<file path="config.mk">
export PLATFORM = sky130hd
export DESIGN_NAME = infix_to_prefix_converter
export DESIGN_NICKNAME = d
export VERILOG_FILES = /design/src/hw/rtl/i2p_pkg.sv /design/src/hw/rtl/i2p_datapath.sv /design/src/hw/rtl/i2p_ctrl.sv /design/src/hw/rtl/infix_to_prefix_converter.sv
export SDC_FILE = /design/constraint.sdc
export NUM_CORES = 1
export LEC_CHECK = 0
export BUFFER_PORTS_ARGS = -buffer_cell sky130_fd_sc_hd__buf_2
export CORE_MARGIN = 3
export CORE_UTILIZATION = 40
export DETAILED_ROUTE_END_ITERATION = 10
export PLACE_DENSITY_LB_ADDON = 0.05
export SLEW_MARGIN = 20
export SYNTH_ARGS = -nofsm -noshare
export SYNTH_HDL_FRONTEND = slang
export SYNTH_SLANG_ARGS = --single-unit
</file>
<file path="constraint.sdc">
create_clock -name clk -period 6.45 [get_ports clk]
set_input_delay 1.29 -clock clk [delete_from_list [all_inputs] [get_ports clk]]
set_output_delay 1.29 -clock clk [all_outputs]
set_load 0.01 [all_outputs]
</file>
<file path="src/hw/rtl/i2p_pkg.sv">
`timescale 1ns / 1ps

package i2p_pkg;

  localparam int STACK_DEPTH = 32;
  localparam int TOP_W       = $clog2(STACK_DEPTH);

  localparam logic [7:0] CH_CLOSE = 8'h29;
  localparam logic [7:0] CH_OPEN  = 8'h28;
  localparam logic [7:0] CH_PLUS  = 8'h2B;
  localparam logic [7:0] CH_MINUS = 8'h2D;
  localparam logic [7:0] CH_STAR  = 8'h2A;
  localparam logic [7:0] CH_SLASH = 8'h2F;
  localparam logic [7:0] CH_CARET = 8'h5E;

  typedef enum logic [1:0] {
    ERR_NONE     = 2'd0,
    ERR_OVERFLOW = 2'd1,
    ERR_PAREN    = 2'd2
  } err_code_t;

  typedef enum logic [1:0] {
    CLS_OPERAND,
    CLS_CLOSE,
    CLS_OPEN,
    CLS_OPER
  } char_class_t;

  typedef enum logic [2:0] {
    SEL_TOP,
    SEL_IN,
    SEL_END,
    SEL_OVF,
    SEL_PAREN
  } emit_sel_t;

  // Commands from the controller to the datapath.
  typedef struct packed {
    logic      load;
    logic      push;
    logic      pop;
    logic      clear;
    logic      set_hold;
    logic      emit;
    emit_sel_t sel;
  } dp_cmd_t;

  // Status from the datapath to the controller.
  typedef struct packed {
    logic        cmd;
    logic        hold;
    char_class_t cls;
    logic        top_base;
    logic        top_mark;
    logic        top_gt;
    logic        full;
    logic        can_emit;
  } dp_stat_t;

  function automatic logic [1:0] prec(input logic [7:0] c);
    logic [1:0] p;
    unique case (c) inside
      CH_PLUS, CH_MINUS: p = 2'd1;
      CH_STAR, CH_SLASH: p = 2'd2;
      CH_CARET:          p = 2'd3;
      default:           p = 2'd0;
    endcase
    return p;
  endfunction

  function automatic char_class_t classify(input logic [7:0] c);
    char_class_t k;
    if ((c >= 8'h41 && c <= 8'h5A) || (c >= 8'h61 && c <= 8'h7A) ||
        (c >= 8'h30 && c <= 8'h39)) begin
      k = CLS_OPERAND;
    end else if (c == CH_CLOSE) begin
      k = CLS_CLOSE;
    end else if (c == CH_OPEN) begin
      k = CLS_OPEN;
    end else begin
      k = CLS_OPER;
    end
    return k;
  endfunction

endpackage

</file>
<file path="src/hw/rtl/i2p_datapath.sv">
`timescale 1ns / 1ps

module i2p_datapath (
  input  logic               clk,
  input  logic               rst_n,
  input  i2p_pkg::dp_cmd_t   cmd,
  output i2p_pkg::dp_stat_t  stat,
  input  logic               in_cmd,
  input  logic [7:0]         in_sym,
  input  logic               out_ready,
  output logic               out_valid,
  output logic [7:0]         out_sym,
  output logic               out_end,
  output logic [1:0]         out_err
);

  logic                      cmd_r;
  logic [7:0]                sym_r;
  logic [i2p_pkg::TOP_W-1:0] top_r, top_nxt;
  logic                      hold_r, hold_nxt;
  logic [7:0]                stack_r [i2p_pkg::STACK_DEPTH];
  logic [7:0]                top_sym;

  logic                      out_valid_r, out_valid_nxt;
  logic [7:0]                out_sym_r, out_sym_nxt;
  logic                      out_end_r, out_end_nxt;
  logic [1:0]                out_err_r, out_err_nxt;

  // Entry 0 is the base marker and is never written.
  assign top_sym = (top_r == '0) ? i2p_pkg::CH_CLOSE : stack_r[top_r];

  always_comb begin
    stat.cmd      = cmd_r;
    stat.hold     = hold_r;
    stat.cls      = i2p_pkg::classify(sym_r);
    stat.top_base = (top_r == '0);
    stat.top_mark = (top_sym == i2p_pkg::CH_CLOSE);
    stat.top_gt   = (i2p_pkg::prec(top_sym) > i2p_pkg::prec(sym_r));
    stat.full     = (top_r == i2p_pkg::TOP_W'(i2p_pkg::STACK_DEPTH - 1));
    stat.can_emit = !out_valid_r || out_ready;
  end

  always_comb begin
    top_nxt  = top_r;
    hold_nxt = hold_r;
    if (cmd.clear) begin
      top_nxt  = '0;
      hold_nxt = 1'b0;
    end else begin
      if (cmd.push) begin
        top_nxt = top_r + i2p_pkg::TOP_W'(1);
      end else if (cmd.pop) begin
        top_nxt = top_r - i2p_pkg::TOP_W'(1);
      end
      if (cmd.set_hold) begin
        hold_nxt = 1'b1;
      end
    end
  end

  always_comb begin
    out_valid_nxt = out_valid_r;
    out_sym_nxt   = out_sym_r;
    out_end_nxt   = out_end_r;
    out_err_nxt   = out_err_r;
    if (cmd.emit) begin
      out_valid_nxt = 1'b1;
      out_sym_nxt   = 8'h00;
      out_end_nxt   = 1'b0;
      out_err_nxt   = i2p_pkg::ERR_NONE;
      case (cmd.sel)
        i2p_pkg::SEL_TOP:   out_sym_nxt = top_sym;
        i2p_pkg::SEL_IN:    out_sym_nxt = sym_r;
        i2p_pkg::SEL_END:   out_end_nxt = 1'b1;
        i2p_pkg::SEL_OVF:   out_err_nxt = i2p_pkg::ERR_OVERFLOW;
        i2p_pkg::SEL_PAREN: out_err_nxt = i2p_pkg::ERR_PAREN;
        default:            out_sym_nxt = 8'h00;
      endcase
    end else if (out_ready) begin
      out_valid_nxt = 1'b0;
    end
  end

  always_ff @(posedge clk) begin
    if (!rst_n) begin
      top_r       <= '0;
      hold_r      <= 1'b0;
      out_valid_r <= 1'b0;
    end else begin
      top_r       <= top_nxt;
      hold_r      <= hold_nxt;
      out_valid_r <= out_valid_nxt;
    end
  end

  always_ff @(posedge clk) begin
    if (cmd.load) begin
      cmd_r <= in_cmd;
      sym_r <= in_sym;
    end
    if (cmd.push) begin
      stack_r[top_r + i2p_pkg::TOP_W'(1)] <= sym_r;
    end
    out_sym_r <= out_sym_nxt;
    out_end_r <= out_end_nxt;
    out_err_r <= out_err_nxt;
  end

  assign out_valid = out_valid_r;
  assign out_sym   = out_sym_r;
  assign out_end   = out_end_r;
  assign out_err   = out_err_r;

  a_top_in_range: assert property (@(posedge clk) disable iff (!rst_n)
    top_r <= i2p_pkg::TOP_W'(i2p_pkg::STACK_DEPTH - 1))
    else $error("stack pointer beyond last entry");

  a_no_push_full: assert property (@(posedge clk) disable iff (!rst_n)
    cmd.push |-> !stat.full)
    else $error("push on a full stack");

  a_no_pop_base: assert property (@(posedge clk) disable iff (!rst_n)
    cmd.pop |-> !stat.top_base)
    else $error("pop of the base marker");

  a_emit_room: assert property (@(posedge clk) disable iff (!rst_n)
    cmd.emit |-> stat.can_emit)
    else $error("result written over an unread result");

  a_clear: assert property (@(posedge clk) disable iff (!rst_n)
    cmd.clear |=> (top_r == '0) && !hold_r)
    else $error("stack not reset after end of expression");

endmodule

</file>
<file path="src/hw/rtl/i2p_ctrl.sv">
`timescale 1ns / 1ps

module i2p_ctrl (
  input  logic              clk,
  input  logic              rst_n,
  input  logic              in_valid,
  output logic              in_ready,
  input  i2p_pkg::dp_stat_t stat,
  output i2p_pkg::dp_cmd_t  cmd
);

  typedef enum logic [1:0] {
    ST_IDLE = 2'b01,
    ST_WORK = 2'b10
  } state_t;

  state_t state_r, state_nxt;
  logic   can_pop;

  // A pop that emits stops at any close marker, base or not.
  assign can_pop  = !stat.top_base && !stat.top_mark;
  assign in_ready = (state_r == ST_IDLE);

  always_comb begin
    state_nxt    = state_r;
    cmd          = '0;
    cmd.sel      = i2p_pkg::SEL_TOP;
    unique case (state_r)
      ST_IDLE: begin
        if (in_valid) begin
          cmd.load  = 1'b1;
          state_nxt = ST_WORK;
        end
      end
      ST_WORK: begin
        if (stat.cmd) begin
          if (!stat.hold && can_pop) begin
            if (stat.can_emit) begin
              cmd.emit = 1'b1;
              cmd.pop  = 1'b1;
            end
          end else if (stat.can_emit) begin
            cmd.emit  = 1'b1;
            cmd.sel   = i2p_pkg::SEL_END;
            cmd.clear = 1'b1;
            state_nxt = ST_IDLE;
          end
        end else if (stat.hold) begin
          state_nxt = ST_IDLE;
        end else begin
          case (stat.cls)
            i2p_pkg::CLS_OPERAND: begin
              if (stat.can_emit) begin
                cmd.emit  = 1'b1;
                cmd.sel   = i2p_pkg::SEL_IN;
                state_nxt = ST_IDLE;
              end
            end
            i2p_pkg::CLS_OPEN: begin
              if (can_pop) begin
                if (stat.can_emit) begin
                  cmd.emit = 1'b1;
                  cmd.pop  = 1'b1;
                end
              end else if (stat.top_base) begin
                if (stat.can_emit) begin
                  cmd.emit     = 1'b1;
                  cmd.sel      = i2p_pkg::SEL_PAREN;
                  cmd.set_hold = 1'b1;
                  state_nxt    = ST_IDLE;
                end
              end else begin
                // Drop the matching close marker.
                cmd.pop   = 1'b1;
                state_nxt = ST_IDLE;
              end
            end
            default: begin
              // Operators pop higher precedence first; a close marker only pushes.
              if (stat.cls == i2p_pkg::CLS_OPER && !stat.top_base && stat.top_gt) begin
                if (stat.can_emit) begin
                  cmd.emit = 1'b1;
                  cmd.pop  = 1'b1;
                end
              end else if (stat.full) begin
                if (stat.can_emit) begin
                  cmd.emit     = 1'b1;
                  cmd.sel      = i2p_pkg::SEL_OVF;
                  cmd.set_hold = 1'b1;
                  state_nxt    = ST_IDLE;
                end
              end else begin
                cmd.push  = 1'b1;
                state_nxt = ST_IDLE;
              end
            end
          endcase
        end
      end
      default: state_nxt = ST_IDLE;
    endcase
  end

  always_ff @(posedge clk) begin
    if (!rst_n) begin
      state_r <= ST_IDLE;
    end else begin
      state_r <= state_nxt;
    end
  end

  a_load_idle: assert property (@(posedge clk) disable iff (!rst_n)
    cmd.load |-> (state_r == ST_IDLE))
    else $error("item loaded while busy");

  a_load_work: assert property (@(posedge clk) disable iff (!rst_n)
    cmd.load |=> (state_r == ST_WORK))
    else $error("loaded item not processed");

  a_work_quiet: assert property (@(posedge clk) disable iff (!rst_n)
    (state_r == ST_IDLE) |-> !cmd.emit && !cmd.push && !cmd.pop && !cmd.clear)
    else $error("stack or result command while idle");

endmodule

</file>
<file path="src/hw/rtl/infix_to_prefix_converter.sv">
`timescale 1ns / 1ps

// Infix to prefix converter, shunting-yard style, working right to left.
// The host sends the characters of an infix expression last to first on the
// in_ stream, one item per character, and receives the prefix form in reverse
// on the out_ stream, one symbol per item. An item with in_tuser set ends the
// expression: the remaining operators above the nearest ')' come out, then an
// item with out_tlast set, and the operator stack returns to its reset state.
// Errors (stack overflow, '(' without a matching ')') give one item with a
// nonzero code on out_tuser; later characters give nothing until the end item.
// Flow: an item is taken while the controller is idle; the controller then
// pops operators from the stack one entry per cycle while the receiver
// takes results, and a final step finishes the item and returns to idle; no
// new character is taken before that.
// Results leave through an output register; when the receiver stalls, the
// controller waits before writing the next result, and no item is lost.
// Synchronous active-low reset empties the stack to its ')' base marker,
// clears the error hold and drops any pending result.

module infix_to_prefix_converter (
  input  logic       clk,
  input  logic       rst_n,
  input  logic       in_tvalid,
  output logic       in_tready,
  input  logic [7:0] in_tdata,   // [7:0] symbol
  input  logic [0:0] in_tuser,   // [0] command (1 = end of expression)
  output logic       out_tvalid,
  input  logic       out_tready,
  output logic [7:0] out_tdata,  // [7:0] out_symbol
  output logic       out_tlast,  // is_end
  output logic [1:0] out_tuser   // [1:0] error_code
);

  i2p_pkg::dp_cmd_t  cmd;
  i2p_pkg::dp_stat_t stat;

  i2p_ctrl u_ctrl (
    .clk      (clk),
    .rst_n    (rst_n),
    .in_valid (in_tvalid),
    .in_ready (in_tready),
    .stat     (stat),
    .cmd      (cmd)
  );

  i2p_datapath u_datapath (
    .clk       (clk),
    .rst_n     (rst_n),
    .cmd       (cmd),
    .stat      (stat),
    .in_cmd    (in_tuser[0]),
    .in_sym    (in_tdata),
    .out_ready (out_tready),
    .out_valid (out_tvalid),
    .out_sym   (out_tdata),
    .out_end   (out_tlast),
    .out_err   (out_tuser)
  );

endmodule

</file>
# Word level (Yosys, flattened, before mapping)
# Memory sizes are Yosys's and may differ from the RTL's. A register that Yosys moved wholly into a read port is not among the register bits.
# Index checks and enable logic that the tools add are counted.
word_totals:
  word_cells: 136
  mem_bits_rw: 256
  input_bits: 13
  memories: 1
  regBits: 29
  output_inout_bits: 13
op_classes:
  magnitude_cmp: 7
  n_mux: 64
  n_bitwise: 1
  n_reduce_logical: 26
  addsub: 2
  eq_ne: 26
mem_list:
  columns: ["name", "depth", "width", "read_ports", "rd_ports_with_merged_regs", "write_ports", "line_no", "rtl"]
  rows:
  - ["u_datapath.stack_r", 32, 8, 1, 1, 1, "i2p_datapath.sv:21", "logic [7:0] stack_r [i2p_pkg::STACK_DEPTH];"]
op_table:
  columns: ["operator", "count"]
  rows:
  - ["== test 8 x 6 -> 1 bit, second input constant", 11]
  - ["2-to-1 mux 5 bit", 9]
  - ["2-to-1 mux 1 bit", 26]
  - ["2-to-1 mux 2 bit", 12]
  - ["== test 8 x 7 -> 1 bit, second input constant", 2]
  - ["greater-or-equal comparator 8 x 7 -> 1 bit, second input constant", 2]
  - ["less-or-equal comparator 8 x 7 -> 1 bit, second input constant", 2]
  - ["2-to-1 mux 8 bit", 2]
  - ["one-hot mux 8 bit (2 select lines)", 1]
  - ["2-to-1 mux 4 bit", 3]
  - ["one-hot mux 2 bit (2 select lines)", 3]
  - ["one-hot mux 2 bit (3 select lines)", 2]
  - ["OR reduction 2 bit", 6]
  - ["2-to-1 mux 3 bit", 3]
  - ["greater-or-equal comparator 8 x 6 -> 1 bit, second input constant", 1]
  - ["less-or-equal comparator 8 x 6 -> 1 bit, second input constant", 1]
  - ["one-hot mux 4 bit (2 select lines)", 1]
  - ["logical AND 1 bit", 7]
  - ["== test 2 bit, second input constant", 3]
  - ["== test 3 x 2 -> 1 bit, second input constant", 2]
  - ["!= test 6 x 4 -> 1 bit, second input constant", 1]
  - ["adder 5 x 1 -> 5 bit, second input constant", 1]
  - ["== test 5 bit, second input constant", 1]
  - ["zero test 5 bit", 1]
  - ["16 further kinds", 23]

# Longest topological paths before layout
logic_depth:
  ltp_word: 17
  ltp_mapped: 23
  depth_no_buf: 21

# Hierarchy
# Synthesis repeated with hierarchy kept, for this count alone.
hier_totals:
  cells_unflattened: 708
  area_unflattened_um2: 12072.8
by_module_without_submodules:
  columns: ["mod", "area_per_inst_um2", "cells_per_inst", "seq_area_each_um2", "n_inst"]
  rows:
  - ["i2p_datapath", 11713.7, 655, 8528.2, 1]
  - ["i2p_ctrl", 359.1, 53, 40.0, 1]

# Worst setup path before layout
# Ideal clock, no wire load.
synth_timing:
  path_kind: "reg2reg"
  startpoint: "reg (tool-made name)"
  endpoint: "mem u_datapath.stack_r[0][0], enable pin"
  setup_time_ps: 370
  period_less_slack_ps: 4670
  t_required_ps: 6080
  path_slack_ps: 1780
  n_path_buf: 3
  path_stages_with_launch: 18
  arrival_time_ps: 4300
  cell_sequence: "dfxtp_1 -> buf_4 -> buf_4 -> mux4_2 -> a211oi_1 -> o21ai_0 -> and2_1 -> or4_1 -> a21oi_1 -> a31oi_1 -> nor3_1 -> ha_1 -> nor2b_1 -> o211ai_1 -> and3_1 -> clkbuf_1 -> nand2_1 -> nor2_1"
synth_lines:
  columns: ["item", "line_no"]
  rows:
  - ["end: declaration", "i2p_datapath.sv:21"]

==> flow_summary.ini <==
[route]
wl_per_cell_microns = 26.33
drtIter0Drc = 587
ant_nets = 0
vias = 6711
routed_via_density = 5.607
dr.pass1.iters = 6
route.detailed.drc = 0
drt_wl_total_microns = 31510

[placement]
placed_cells = 1135
place.gp.congestion = 0.8230
io_buffers = 25
placed_area_sq_um = 12830
pre_cts_ws_ns = 0.6905
post-dp-hpwl_microns = 21110

[cells_and_area]
final_common_cell = edfxtp_1
n_antenna_cell = 0
synthToLayoutAreaGrowth_pct = 15.99
layout-drive-gt1-share = 0.2226
stdcell_count = 1197
final_cell_mix = 276 x edfxtp_1, 58 x nor2_1, 51 x buf_4
final_cell_area_sq_um = 13940
nets = 812

[synthesis]
synth_nets = 730
avgSynthCellArea_sq_um = 17.03
ys.flop_type = edfxtp_1
syn_inst = 706
yosys_warnings = 0
ys_seq_area_frac = 0.7127
synth_seq_cells = 290
synthesis.area_sq_um = 12020
ys_types = 58
synth_edf_count = 276
synthArstFlopShare = 0

[critical_path]
worstPathMaxFanout = 23
cp.arrival_ns = 5.87
critPathKind = flip-flop to flip-flop
r2r_slack_ns = 0.70
end_kind = flip-flop
cp-start-kind = flip-flop
critical_path_required_ns = 6.57

[clocking]
cts.sinks = 290
cts-root-buf = clkbuf_16
hold_buffers = 0
cts_buffers = 35
cts_tree = yes
post-cts-setup-buffers = 0
ctsResizeCount = 0
htreeDepth = 2
clock_path_buffers = 3
clk_pin_slew_ns = 0.06
clock_latency_ns = 0.50

[floorplanning]
row_count = 62
die_x_microns = 179.4
initial_utilization = 0.4121
dieArea_sq_um = 32170
die_h_microns = 179.4
core_area_sq_um = 29170
ios = 26

[grt]
grt_max_degree = 38
grt_pass1_wl_microns = 46280
grt-ovfl-total = 0
antenna_found_initial = 0
grt_pass1_vias = 6866
grt_use_total = 0.2005

[timing]
setup_ws_ns = 0.6959
rsz0062_at_grt = no
max_freq_mhz = 173.8
finalSetupViolations = 0
finClkSkew_ns = 0.02118
worstMarginPinSlew_ns = 1.026
relSlewSlack = 0.3140
fin_crit_sh = 0.8921
fin_crit_ns = 5.754
hold_viol_final = 0
setup_tns_ns = 0
slew_viol_final = 0

[pwr]
p_leak_nw = 4.440
ir_drop_mv = 0.2032
p_total_mw = 4.348
power-per-cell-area_nw_per_um2 = 311.9

[run]
drv_cap = 0

[worst_hold_path]
hold_path.class = flip-flop to flip-flop

[run_status]
status = finished, final reports clean
[registers in the layout (all words and copies together), names as in the netlist, named ones only]
| name | count |
|---|---|
| u_datapath.out_end | 1 |
| u_datapath.out_valid | 1 |
| u_datapath.hold_r | 1 |
| u_ctrl.state_r | 2 |
| u_datapath.sym_r | 8 |
| u_datapath.cmd_r | 1 |
| u_datapath.top_r | 5 |
| u_datapath.out_sym | 8 |
| u_datapath.out_err | 2 |
| u_datapath.stack_r | 256 |
[layout make-up]
type	count	area, sq um
clock inverter	17	157.7
clock buffer	45	955.9
timing repair buffer	77	528.0
inverter	8	30.03
sequential	290	8574
fill	2525	15220
tap	384	480.5
multi-input combinational	376	3217
[cell usage after synthesis (9+ instances only)]
cell type  instances  area [sq um]
a21oi_1           12         60.06
o21ai_0           11         55.05
buf_2              9         45.04
nand2b_1           9         56.30
a22oi_1           14         105.1
nor2_1            58         217.7
edfxtp_1         276          8288
clkbuf_1          10         37.54
o21ai_1            9         45.04
nand3_1           13         65.06
mux2i_1           48         480.5
nand2_1           35         131.4
dfxtp_1           14         280.3
nor2b_1           17         106.4
ha_1              11         137.6
mux4_2            44         991.0
[worst paths after layout]
kind	from	to	depth (start not counted)
worst max-delay path	flip-flop	u_datapath.stack_r[11][1]	14
worst min-delay path	u_ctrl.state_r[1]	u_ctrl.state_r[1]	2
worst max register to register	flip-flop	u_datapath.stack_r[11][1]	14
worst min register to register	u_ctrl.state_r[1]	u_ctrl.state_r[1]	2
[worst max-delay path, stage by stage, from the launching register on]
cell       delay, ns
dfxtp_2         0.85
mux4_2          0.60
a2111oi_0       0.56
o21ai_0         0.20
and2_1          0.22
or4_1           0.50
a21oi_1         0.17
a31oi_1         0.06
nor3_1          0.23
ha_1            0.27
nor2b_1         0.13
o211ai_1        0.31
and3_1          0.40
nand2_1         0.17
nor2_1          0.69
[cell families after synthesis]
kind of cell | Yosys count | synth area share
AO/OA/AOI/OAI | 90 | 0.05204
XOR/XNOR | 8 | 0.005829
adder cells (fa/ha/maj) | 11 | 0.01145
buffers and inverters | 40 | 0.01967
flip-flops | 290 | 0.7127
multiplexers | 97 | 0.1280
AND/OR/NAND/NOR | 170 | 0.07025
[through the flow]
stage,hold slack (ns),utilization
floorplan,0.4463,-
global placement,0.4566,0.4399
detailed placement,0.4800,0.4399
CTS,0.4898,0.4780
global route,0.5289,0.4780
finish,0.4916,0.4780
[report_power, final]
part	internal [mW]	switching (mW)
clock	1.16	0.723
combinational	0.0822	0.183
sequential	2.14	0.0547
[routing by layer]
layer,vias up,GRT usage,part of all wire
li1,2975,-,-
met1,3468,0.2829,0.44
met2,219,0.3275,0.48
met3,49,0.03329,0.054
met4,0,0.05058,0.024
met5,-,0,0
(Power assumes the default switching activity.)
